### config.mk
export PLATFORM = sky130hd
export DESIGN_NAME = stereo_peak_limiter
export DESIGN_NICKNAME = d
export VERILOG_FILES = /design/src/rtl/spl_pkg.sv /design/src/rtl/spl_ctrl.sv /design/src/rtl/spl_datapath.sv /design/src/rtl/stereo_peak_limiter.sv
export SDC_FILE = /design/constraint.sdc
export NUM_CORES = 2
export LEC_CHECK = 0
export ABC_CLOCK_PERIOD_IN_PS = 14080
export BUFFER_PORTS_ARGS = -buffer_cell sky130_fd_sc_hd__clkbuf_2
export CORE_ASPECT_RATIO = 0.8
export CORE_UTILIZATION = 25
export CTS_CLUSTER_SIZE = 40
export DETAILED_ROUTE_END_ITERATION = 8
export PLACE_DENSITY = 0.36
export SLEW_MARGIN = 0
export SYNTH_ARGS = -nofsm -noshare
export SYNTH_HDL_FRONTEND = slang
export SYNTH_SLANG_ARGS = --single-unit
### constraint.sdc
create_clock -name clk -period 14.08 [get_ports clk]
set_clock_uncertainty 0.1 [all_clocks]
set_input_delay 2.112 -clock clk [delete_from_list [all_inputs] [get_ports clk]]
set_output_delay 2.112 -clock clk [all_outputs]
set_load 0.02 [all_outputs]
### src/rtl/spl_pkg.sv
// Package for the stereo peak limiter: widths, level constants, register
// indexes, datapath operation codes and controller/datapath link structs.
// No dependencies.
`timescale 1ns / 1ps
package spl_pkg;

  localparam int SAMPLE_W   = 24;
  localparam int FRAC_W     = SAMPLE_W - 1;
  localparam int WIDE_W     = SAMPLE_W + 3;
  localparam int ENV_W      = SAMPLE_W + 1;
  localparam int GAIN_W     = 16;
  localparam int COEF_W     = 24;
  localparam int SLOPE_W    = 17;
  localparam int COUNT_W    = 32;
  localparam int CHANNELS   = 2;
  localparam int CH_W       = 1;
  localparam int CFG_IDX_W  = 3;
  localparam int CFG_DATA_W = 24;
  localparam int MUL_A_W    = 27;
  localparam int MUL_B_W    = 25;
  localparam int PROD_W     = MUL_A_W + MUL_B_W;
  localparam int REM_W      = 51;
  localparam int DIV_STEPS  = 25;
  localparam int DIVCNT_W   = 5;

  localparam logic [SAMPLE_W-1:0] UNITY     = 24'h800000;
  localparam logic [SAMPLE_W-1:0] UNITY_M1  = 24'h7FFFFF;
  localparam logic [WIDE_W-1:0]   KNEE      = 27'd6710886;
  localparam logic [WIDE_W-1:0]   WIDE_MAX  = 27'h7FFFFFF;
  localparam logic [ENV_W-1:0]    ENV_MAX   = 25'h1FFFFFF;
  localparam logic [COUNT_W-1:0]  COUNT_MAX = 32'hFFFFFFFF;

  localparam logic [GAIN_W-1:0]  RST_INPUT_GAIN = 16'd4096;
  localparam logic [COEF_W-1:0]  RST_RELEASE    = 24'd16773721;
  localparam logic [SLOPE_W-1:0] RST_SLOPE      = 17'd65536;

  typedef enum logic [CFG_IDX_W-1:0] {
    CFG_INPUT_GAIN = 3'd0,
    CFG_THRESHOLD  = 3'd1,
    CFG_CEILING    = 3'd2,
    CFG_RELEASE    = 3'd3,
    CFG_SC_ON      = 3'd4,
    CFG_SC_SLOPE   = 3'd5,
    CFG_METERS_ON  = 3'd6
  } cfg_idx_t;

  typedef enum logic [3:0] {
    OP_NONE, OP_LOAD, OP_MUL_IN, OP_SAVE_IN, OP_DIV_START, OP_DIV_STEP,
    OP_REL_M1, OP_REL_M2, OP_REL_END, OP_SC_MUL, OP_SC_SAVE, OP_G_MUL,
    OP_G_SAVE, OP_FINISH
  } op_t;

  typedef struct packed {
    op_t             op;
    logic [CH_W-1:0] ch;
    logic            last;
  } cmd_t;

  typedef struct packed {
    logic div_go;
  } stat_t;

endpackage

### src/rtl/spl_ctrl.sv
// Controller of the stereo peak limiter: sequences one frame through the
// datapath and owns the input ready and output valid. Depends on spl_pkg.
`timescale 1ns / 1ps
module spl_ctrl import spl_pkg::*; (
  input  logic  clk,
  input  logic  rst_n,
  input  logic  in_valid,
  output logic  in_ready,
  output logic  out_valid,
  input  logic  out_ready,
  input  stat_t stat,
  output cmd_t  cmd
);

  typedef enum logic [12:0] {
    ST_IDLE     = 13'b0000000000001,
    ST_MULIN    = 13'b0000000000010,
    ST_SAVEIN   = 13'b0000000000100,
    ST_DIVSTART = 13'b0000000001000,
    ST_DIVSTEP  = 13'b0000000010000,
    ST_RELM1    = 13'b0000000100000,
    ST_RELM2    = 13'b0000001000000,
    ST_RELEND   = 13'b0000010000000,
    ST_SCMUL    = 13'b0000100000000,
    ST_SCSAVE   = 13'b0001000000000,
    ST_GMUL     = 13'b0010000000000,
    ST_GSAVE    = 13'b0100000000000,
    ST_FINISH   = 13'b1000000000000
  } state_t;

  state_t              state_r, state_nxt;
  logic [CH_W-1:0]     ch_r, ch_nxt;
  logic [DIVCNT_W-1:0] cnt_r, cnt_nxt;
  logic                out_valid_r, out_valid_nxt;
  logic                ch_last, slot_free;

  assign ch_last   = (ch_r == CH_W'(CHANNELS - 1));
  assign slot_free = !out_valid_r || out_ready;
  assign in_ready  = (state_r == ST_IDLE);
  assign out_valid = out_valid_r;

  always_comb begin
    state_nxt     = state_r;
    ch_nxt        = ch_r;
    cnt_nxt       = cnt_r;
    out_valid_nxt = out_valid_r && !out_ready;
    cmd.op        = OP_NONE;
    cmd.ch        = ch_r;
    cmd.last      = 1'b0;
    case (state_r)
      ST_IDLE: begin
        if (in_valid) begin
          cmd.op    = OP_LOAD;
          ch_nxt    = '0;
          state_nxt = ST_MULIN;
        end
      end
      ST_MULIN: begin
        cmd.op    = OP_MUL_IN;
        state_nxt = ST_SAVEIN;
      end
      ST_SAVEIN: begin
        cmd.op = OP_SAVE_IN;
        if (ch_last) begin
          state_nxt = ST_DIVSTART;
        end else begin
          ch_nxt    = ch_r + 1'b1;
          state_nxt = ST_MULIN;
        end
      end
      ST_DIVSTART: begin
        cmd.op    = OP_DIV_START;
        cnt_nxt   = '0;
        state_nxt = stat.div_go ? ST_DIVSTEP : ST_RELM1;
      end
      ST_DIVSTEP: begin
        cmd.op   = OP_DIV_STEP;
        cmd.last = (cnt_r == DIVCNT_W'(DIV_STEPS - 1));
        cnt_nxt  = cnt_r + 1'b1;
        if (cmd.last) state_nxt = ST_RELM1;
      end
      ST_RELM1: begin
        cmd.op    = OP_REL_M1;
        state_nxt = ST_RELM2;
      end
      ST_RELM2: begin
        cmd.op    = OP_REL_M2;
        state_nxt = ST_RELEND;
      end
      ST_RELEND: begin
        cmd.op    = OP_REL_END;
        ch_nxt    = '0;
        state_nxt = ST_SCMUL;
      end
      ST_SCMUL: begin
        cmd.op    = OP_SC_MUL;
        state_nxt = ST_SCSAVE;
      end
      ST_SCSAVE: begin
        cmd.op    = OP_SC_SAVE;
        state_nxt = ST_GMUL;
      end
      ST_GMUL: begin
        cmd.op    = OP_G_MUL;
        state_nxt = ST_GSAVE;
      end
      ST_GSAVE: begin
        cmd.op = OP_G_SAVE;
        if (ch_last) begin
          state_nxt = ST_FINISH;
        end else begin
          ch_nxt    = ch_r + 1'b1;
          state_nxt = ST_SCMUL;
        end
      end
      ST_FINISH: begin
        if (slot_free) begin
          cmd.op        = OP_FINISH;
          out_valid_nxt = 1'b1;
          state_nxt     = ST_IDLE;
        end
      end
      default: state_nxt = ST_IDLE;
    endcase
  end

  always_ff @(posedge clk) begin
    if (!rst_n) begin
      state_r     <= ST_IDLE;
      ch_r        <= '0;
      cnt_r       <= '0;
      out_valid_r <= 1'b0;
    end else begin
      state_r     <= state_nxt;
      ch_r        <= ch_nxt;
      cnt_r       <= cnt_nxt;
      out_valid_r <= out_valid_nxt;
    end
  end

endmodule

### src/rtl/spl_datapath.sv
// Datapath of the stereo peak limiter: configuration registers, shared
// multiplier, serial divider, envelope, meters and result registers.
// Depends on spl_pkg.
`timescale 1ns / 1ps
module spl_datapath import spl_pkg::*; (
  input  logic                        clk,
  input  logic                        rst_n,
  input  logic                        cfg_wr_en,
  input  logic [CFG_IDX_W-1:0]        cfg_index,
  input  logic [CFG_DATA_W-1:0]       cfg_data,
  input  logic signed [SAMPLE_W-1:0]  left_in,
  input  logic signed [SAMPLE_W-1:0]  right_in,
  input  logic                        clear_meters,
  input  cmd_t                        cmd,
  output stat_t                       stat,
  output logic signed [SAMPLE_W-1:0]  left_out,
  output logic signed [SAMPLE_W-1:0]  right_out,
  output logic [SAMPLE_W-1:0]         gain_applied,
  output logic [WIDE_W-1:0]           input_peak,
  output logic [SAMPLE_W-1:0]         output_peak,
  output logic [COUNT_W-1:0]          clip_count,
  output logic [SAMPLE_W-1:0]         lowest_gain
);

  logic [GAIN_W-1:0]   in_gain_r;
  logic [SAMPLE_W-1:0] thr_r, ceil_r;
  logic [COEF_W-1:0]   coef_r;
  logic                sc_on_r, meters_on_r;
  logic [SLOPE_W-1:0]  slope_r;

  logic [SAMPLE_W-1:0] abs_r [CHANNELS];
  logic                neg_r [CHANNELS];
  logic [WIDE_W-1:0]   mag_r [CHANNELS];
  logic [SAMPLE_W-1:0] y_r   [CHANNELS];
  logic [WIDE_W-1:0]   peak_r, m2_r;
  logic [REM_W-1:0]    rem_r, dsh_r;
  logic [ENV_W-1:0]    quo_r, target_r, env_r;
  logic [PROD_W-1:0]   prod_r;
  logic [REM_W-1:0]    acc_r;

  logic [WIDE_W-1:0]   ipk_r, ipk_nxt;
  logic [SAMPLE_W-1:0] opk_r, low_r;
  logic [COUNT_W-1:0]  clip_r;

  logic signed [SAMPLE_W-1:0] smp [CHANNELS];
  logic [MUL_A_W-1:0]  mul_a;
  logic [MUL_B_W-1:0]  mul_b;
  logic [SAMPLE_W-1:0] gain, pos_lim, neg_lim, lim, y_new, low_nxt;
  logic [WIDE_W:0]     in_scaled;
  logic [WIDE_W-1:0]   in_mag;
  logic                div_ge;
  logic [REM_W-1:0]    rem_nxt;
  logic [ENV_W-1:0]    quo_nxt;
  logic [REM_W-1:0]    rel_sum;
  logic [WIDE_W+1:0]   sc_sum;
  logic [WIDE_W:0]     y_wide;
  logic                clip_hit;

  assign smp[0] = left_in;
  assign smp[1] = right_in;

  assign gain    = (env_r > ENV_W'(UNITY)) ? UNITY : env_r[SAMPLE_W-1:0];
  assign pos_lim = (ceil_r < UNITY_M1) ? ceil_r : UNITY_M1;
  assign neg_lim = (ceil_r < UNITY) ? ceil_r : UNITY;
  assign low_nxt = (gain < low_r) ? gain : low_r;

  assign stat.div_go = (peak_r > WIDE_W'(thr_r)) &&
                       ((WIDE_W + 2)'(ceil_r) < {peak_r, 2'b00});

  // shared multiplier operands
  always_comb begin
    mul_a = '0;
    mul_b = '0;
    case (cmd.op)
      OP_MUL_IN: begin
        mul_a = MUL_A_W'(abs_r[cmd.ch]);
        mul_b = MUL_B_W'(in_gain_r);
      end
      OP_REL_M1: begin
        mul_a = MUL_A_W'(coef_r);
        mul_b = env_r;
      end
      OP_REL_M2: begin
        mul_a = MUL_A_W'(25'h1000000 - {1'b0, coef_r});
        mul_b = target_r;
      end
      OP_SC_MUL: begin
        mul_a = mag_r[cmd.ch] - KNEE;
        mul_b = MUL_B_W'(slope_r);
      end
      OP_G_MUL: begin
        mul_a = m2_r;
        mul_b = MUL_B_W'(gain);
      end
      default: ;
    endcase
  end

  always_comb begin
    in_scaled = prod_r[WIDE_W+12:12];
    in_mag    = (in_scaled > (WIDE_W + 1)'(WIDE_MAX)) ? WIDE_MAX : in_scaled[WIDE_W-1:0];
    div_ge    = (rem_r >= dsh_r);
    rem_nxt   = div_ge ? (rem_r - dsh_r) : rem_r;
    quo_nxt   = {quo_r[ENV_W-2:0], div_ge};
    rel_sum   = acc_r + prod_r[REM_W-1:0] + REM_W'(UNITY);
    sc_sum    = (WIDE_W + 2)'(KNEE) + (WIDE_W + 2)'(prod_r[WIDE_W+16:16]);
    y_wide    = prod_r[WIDE_W+FRAC_W:FRAC_W];
    lim       = neg_r[cmd.ch] ? neg_lim : pos_lim;
    y_new     = (y_wide > (WIDE_W + 1)'(lim)) ? lim : y_wide[SAMPLE_W-1:0];
    clip_hit  = (COUNT_W'(y_new) * COUNT_W'(100)) >= (COUNT_W'(ceil_r) * COUNT_W'(99));
    ipk_nxt   = (mag_r[cmd.ch] > ipk_r) ? mag_r[cmd.ch] : ipk_r;
  end

  // configuration, envelope and meters
  always_ff @(posedge clk) begin
    if (!rst_n) begin
      in_gain_r   <= RST_INPUT_GAIN;
      thr_r       <= UNITY;
      ceil_r      <= UNITY;
      coef_r      <= RST_RELEASE;
      sc_on_r     <= 1'b0;
      slope_r     <= RST_SLOPE;
      meters_on_r <= 1'b1;
      env_r       <= '0;
      ipk_r       <= '0;
      opk_r       <= '0;
      clip_r      <= '0;
      low_r       <= UNITY;
    end else begin
      if (cfg_wr_en) begin
        case (cfg_index)
          CFG_INPUT_GAIN: in_gain_r   <= cfg_data[GAIN_W-1:0];
          CFG_THRESHOLD:  thr_r       <= cfg_data[SAMPLE_W-1:0];
          CFG_CEILING:    ceil_r      <= cfg_data[SAMPLE_W-1:0];
          CFG_RELEASE:    coef_r      <= cfg_data[COEF_W-1:0];
          CFG_SC_ON:      sc_on_r     <= cfg_data[0];
          CFG_SC_SLOPE:   slope_r     <= cfg_data[SLOPE_W-1:0];
          CFG_METERS_ON:  meters_on_r <= cfg_data[0];
          default: ;
        endcase
      end
      case (cmd.op)
        OP_LOAD: begin
          if (clear_meters) begin
            ipk_r  <= '0;
            opk_r  <= '0;
            clip_r <= '0;
            low_r  <= UNITY;
          end
        end
        OP_REL_END: begin
          env_r <= (target_r < env_r) ? target_r : rel_sum[ENV_W+23:24];
        end
        OP_G_SAVE: begin
          if (meters_on_r) begin
            ipk_r <= ipk_nxt;
            if (y_new > opk_r) opk_r <= y_new;
            if (clip_hit && clip_r != COUNT_MAX) clip_r <= clip_r + 1'b1;
          end
        end
        OP_FINISH: low_r <= low_nxt;
        default: ;
      endcase
    end
  end

  // working and result registers
  always_ff @(posedge clk) begin
    prod_r <= PROD_W'(mul_a) * PROD_W'(mul_b);
    case (cmd.op)
      OP_LOAD: begin
        for (int c = 0; c < CHANNELS; c++) begin
          neg_r[c] <= smp[c][SAMPLE_W-1];
          abs_r[c] <= smp[c][SAMPLE_W-1] ? SAMPLE_W'(-smp[c]) : SAMPLE_W'(smp[c]);
        end
        peak_r <= '0;
      end
      OP_SAVE_IN: begin
        mag_r[cmd.ch] <= in_mag;
        if (in_mag > peak_r) peak_r <= in_mag;
      end
      OP_DIV_START: begin
        if (peak_r > WIDE_W'(thr_r)) begin
          target_r <= stat.div_go ? target_r : ENV_MAX;
        end else begin
          target_r <= ENV_W'(UNITY);
        end
        rem_r <= REM_W'(ceil_r) << FRAC_W;
        dsh_r <= REM_W'(peak_r) << (ENV_W - 1);
        quo_r <= '0;
      end
      OP_DIV_STEP: begin
        rem_r <= rem_nxt;
        dsh_r <= dsh_r >> 1;
        quo_r <= quo_nxt;
        if (cmd.last) target_r <= quo_nxt;
      end
      OP_REL_M2: acc_r <= prod_r[REM_W-1:0];
      OP_SC_SAVE: begin
        if (sc_on_r && mag_r[cmd.ch] > KNEE) begin
          m2_r <= (sc_sum > (WIDE_W + 2)'(WIDE_MAX)) ? WIDE_MAX : sc_sum[WIDE_W-1:0];
        end else begin
          m2_r <= mag_r[cmd.ch];
        end
      end
      OP_G_SAVE: y_r[cmd.ch] <= y_new;
      OP_FINISH: begin
        left_out     <= neg_r[0] ? -$signed(y_r[0]) : $signed(y_r[0]);
        right_out    <= neg_r[1] ? -$signed(y_r[1]) : $signed(y_r[1]);
        gain_applied <= gain;
        input_peak   <= ipk_r;
        output_peak  <= opk_r;
        clip_count   <= clip_r;
        lowest_gain  <= low_nxt;
      end
      default: ;
    endcase
  end

endmodule

### src/rtl/stereo_peak_limiter.sv
// Top level of the stereo peak limiter: ties the controller to the datapath.
// Depends on spl_pkg, spl_ctrl and spl_datapath.
`timescale 1ns / 1ps
// A frame skips the divider when its peak stays at or below the threshold,
// or when the target saturates because the ceiling is at least four times
// the peak. Otherwise the divider runs: the target gain comes from a
// restoring divider that resolves a 25-bit quotient one bit per cycle. Every
// product of the frame (input gain, release filter, soft clip, output gain)
// goes through a single shared multiplier whose product is registered. The
// result sits in an output register, so the next frame is taken while a
// finished beat waits. A frame that finishes before that beat is taken holds
// until the slot frees. Meter values in each result reflect that frame's
// update. Write configuration only while idle.
module stereo_peak_limiter import spl_pkg::*; (
  input  logic                       clk,
  input  logic                       rst_n,
  input  logic                       cfg_wr_en,
  input  logic [CFG_IDX_W-1:0]       cfg_index,
  input  logic [CFG_DATA_W-1:0]      cfg_data,
  input  logic                       in_valid,
  output logic                       in_ready,
  input  logic signed [SAMPLE_W-1:0] in_left_in,
  input  logic signed [SAMPLE_W-1:0] in_right_in,
  input  logic                       in_clear_meters,
  output logic                       out_valid,
  input  logic                       out_ready,
  output logic signed [SAMPLE_W-1:0] out_left_out,
  output logic signed [SAMPLE_W-1:0] out_right_out,
  output logic [SAMPLE_W-1:0]        out_gain_applied,
  output logic [WIDE_W-1:0]          out_input_peak,
  output logic [SAMPLE_W-1:0]        out_output_peak,
  output logic [COUNT_W-1:0]         out_clip_count,
  output logic [SAMPLE_W-1:0]        out_lowest_gain
);

  cmd_t  cmd;
  stat_t stat;

  // sequence the frame
  spl_ctrl u_ctrl (
    .clk       (clk),
    .rst_n     (rst_n),
    .in_valid  (in_valid),
    .in_ready  (in_ready),
    .out_valid (out_valid),
    .out_ready (out_ready),
    .stat      (stat),
    .cmd       (cmd)
  );

  // do the arithmetic and hold the meters
  spl_datapath u_dp (
    .clk          (clk),
    .rst_n        (rst_n),
    .cfg_wr_en    (cfg_wr_en),
    .cfg_index    (cfg_index),
    .cfg_data     (cfg_data),
    .left_in      (in_left_in),
    .right_in     (in_right_in),
    .clear_meters (in_clear_meters),
    .cmd          (cmd),
    .stat         (stat),
    .left_out     (out_left_out),
    .right_out    (out_right_out),
    .gain_applied (out_gain_applied),
    .input_peak   (out_input_peak),
    .output_peak  (out_output_peak),
    .clip_count   (out_clip_count),
    .lowest_gain  (out_lowest_gain)
  );

endmodule

==> out/metrics.yaml <==
synthesis:
  synth_top_family_by_area: "adder cells"
  synthAdderAreaFrac_pct: 29.2
  synth-xor-area-share_pct: 3.82
  yosysSeqAreaShare_pct: 32.3
  synth_mux_area_share_pct: 2.00
  syn_area_um2: 73800
  synth-seq-cells: 896
  syn_area_per_cell_um2: 9.50
  synthSimpleGateAreaFrac_pct: 14.2
  synth_cells: 7763
  synth_compound_area_share_pct: 10.7
  synth_edf_count: 585
  yosysUniqueCellTypes: 94
  synth_fp_nets: 9189
  yosysWarnings: 0
  async_flop_share_pct: 0
  synth_flop_cell: "edfxtp_1"
critical_path:
  cpMostUsedCell: "ha_1"
  cp-end-kind: "register"
  cpLargestDelayFamily: "compound AO/OA/AOI/OAI gates"
  cp.required_ns: 14.56
  cp_num_buf_inv: 4
  startpoint: "u_dp.ceil_r[5]"
  startpoint_type: "register"
  cp_max_fo: 31
  r2r_start: "u_dp.ceil_r[5]"
  slowest_stage: "o21ai_1"
  r2r_slack_ns: 1.69
  critPathMaxStageDelay_ns: 0.85
  arrival_ns: 12.87
  path_class: "register to register"
placed_design:
  portBuffers: 261
  dp_hpwl_mm: 219
  gp_routability_congestion: 0.874
floorplanning:
  dieArea_um2: 297000
  fp.coreArea_um2: 292000
  start_util_pct: 25.3
  rows: 177
  io_pins: 262
  fp.dieH_um: 488
  die_x_um: 609
drt:
  drt-wirelength-per-cell_um: 23.7
  drc: 0
  wirelength_mm: 284
  vias: 56700
  avgViaCountPerCell: 4.74
  drt-pass1-iter-count: 7
  drtIter0Drc: 4793
  antenna_left: 0
finish:
  area_delta_synth_final_pct: 13.8
  drive_gt1_share_pct: 9.57
  seqCellArea_um2: 23800
  multi_input_area_um2: 44600
  fillers: 30800
  fin_nets: 9456
timing:
  slew_headroom_pct: 13.7
  setup-violations-final: 0
  rsz0062_at_grt: "no"
  hold_viol_final: 0
  maxSlewViolCount: 0
  max_freq_mhz: 80.7
  worst_pin_slew_ns: 1.29
  finalSetupTns_ns: 0
  period_minus_slack_ns: 12.39
  fin_crit_sh_pct: 88.0
clock_tree:
  numClockSinks: 896
  htree_levels: 3
  cts_resized: 0
  clock_path_buffers: 3
  path_clk_slew_ns: 0.07
  cts_setup_buffers: 0
  cts_hold_buf: 0
  clockRootBuffer: "clkbuf_16"
  cts_tree: "yes"
  clock_latency_ns: 0.77
  cts_buffers: 99
run_status:
  status: "finished clean"
run:
  drv_cap: 0
global_route:
  grt_usage_pct: 18.9
  grt_pass1_vias: 56700
  gr-total-overflow: 0
  grt_max_degree: 175
  grt_first_pass_wirelength_mm: 410
  antenna_found_initial: 37
pwr:
  peakVddDrop_v: 0.0000841
  report.power.total_w: 0.00628
  power_leakage_nw: 37.1
  p_per_area_nw_per_um2: 74.8
min_path:
  hold_path.class: "register to register"
  hold_start: "u_dp.prod_r[0]"
synth_stat cells (19+ instances only):
cell	number	area, um^2
a21oi_1	374	1870
nor2b_1	90	563
and2_1	74	463
and3_1	45	282
or2_2	43	269
nand2_1	1057	3970
inv_1	1238	4650
dfxtp_1	311	6230
a31oi_1	24	150
ha_1	719	9000
o21a_1	51	383
a22oi_1	33	248
xnor2_1	214	1870
a221oi_1	19	166
o21ai_0	253	1270
nand3_1	119	596
nor2_1	531	1990
o211ai_1	24	180
a21o_1	147	1100
nor3_1	79	395
o31ai_1	36	270
mux2_2	44	495
nor4_1	33	206
fa_1	626	12500
xor2_1	108	946
a32o_1	22	220
or3_1	31	194
nand2b_1	63	394
edfxtp_1	585	17600
mux2i_1	94	941
clkbuf_1	258	968
nand4_1	70	438
a22o_1	20	175
per-layer routing:
metal	global-route usage [%]	wire length, um	vias up
li1	-	-	26400
met3	3.42	18500	211
met4	2.87	4380	4
met1	29.6	147000	28600
met2	26.8	113000	1589
met5	0	40	-
layout make-up:
| class | count | area share, % |
|---|---|---|
| multi-input combinational | 5345 | 53.1 |
| sequential | 896 | 28.3 |
| tap | 3848 | 5.74 |
| inverter | 1240 | 5.55 |
| clock buffer | 156 | 3.56 |
| timing repair buffer | 448 | 3.25 |
| clock inverter | 32 | 0.437 |
| antenna | 4 | 0.0119 |
cells by family (layout without fill, tap and decap cells):
| kind of cell | after synthesis | in the layout |
|---|---|---|
| and+or+nand+nor | 2323 | 2323 |
| AOI/OAI and AO/OA | 1214 | 1214 |
| DFF | 896 | 896 |
| adders and majority gates | 1345 | 1345 |
| muxes | 140 | 140 |
| xor gates and xnor gates | 322 | 322 |
| buffers and inverters | 1522 | 1876 |
| other | 1 | 5 |
where the power goes:
part / switching [W] / total [W] / internal, W
registers: 0.0000363 / 0.00287 / 0.00284
clock network: 0.00122 / 0.00272 / 0.00150
logic: 0.000468 / 0.000685 / 0.000217
total: 0.00173 / 0.00628 / 0.00455
metrics by stage:
| step | utilization (%) | instance area [um^2] | hold WS, ns | setup WS, ns | instances |
|---|---|---|---|---|---|
| after detailed placement | 27.6 | 80600 | 0.321 | 1.69 | 11800 |
| after floorplan | - | 73800 | 0.306 | 2.60 | 7763 |
| after global placement | 27.6 | 80600 | 0.322 | 1.80 | 11800 |
| final | 28.7 | 83900 | 0.334 | 1.69 | 12000 |
| after global routing | 28.7 | 83900 | 0.351 | 0.770 | 12000 |
| after CTS | 28.7 | 83900 | 0.337 | 1.66 | 12000 |
state kept, by name, summed over array words and instances, names as in the netlist, 25 cells and up, named ones only:
name	flops
u_dp.peak_r	27
u_dp.mag_r	54
u_dp.abs_r	48
u_dp.acc_r	49
u_dp.prod_r	51
u_dp.rem_r	51
u_dp.env_r	25
u_dp.clip_r	32
u_dp.clip_count	32
u_dp.dsh_r	51
u_dp.input_peak	27
u_dp.target_r	25
u_dp.m2_r	27
u_dp.y_r	48
u_dp.ipk_r	27
cell usage in the layout (no fill, tap or decap), types with 214 or more instances in the layout:
cell | netlist | routed
inv_1 | 1238 | 1235
dfxtp_1 | 311 | 310
nand2_1 | 1057 | 1054
ha_1 | 719 | 719
fa_1 | 626 | 626
nor2_1 | 531 | 524
clkbuf_2 | 0 | 261
a21oi_1 | 374 | 372
edfxtp_1 | 585 | 585
o21ai_0 | 253 | 236
xnor2_1 | 214 | 214
final timing paths:
kind,endpoint,cells past startpoint
setup / recovery,u_dp.clip_r[9],45
hold / removal,u_dp.acc_r[0],0
setup reg to reg,u_dp.clip_r[9],45
hold reg to reg,u_dp.acc_r[0],0
(Power assumes the default switching activity.)
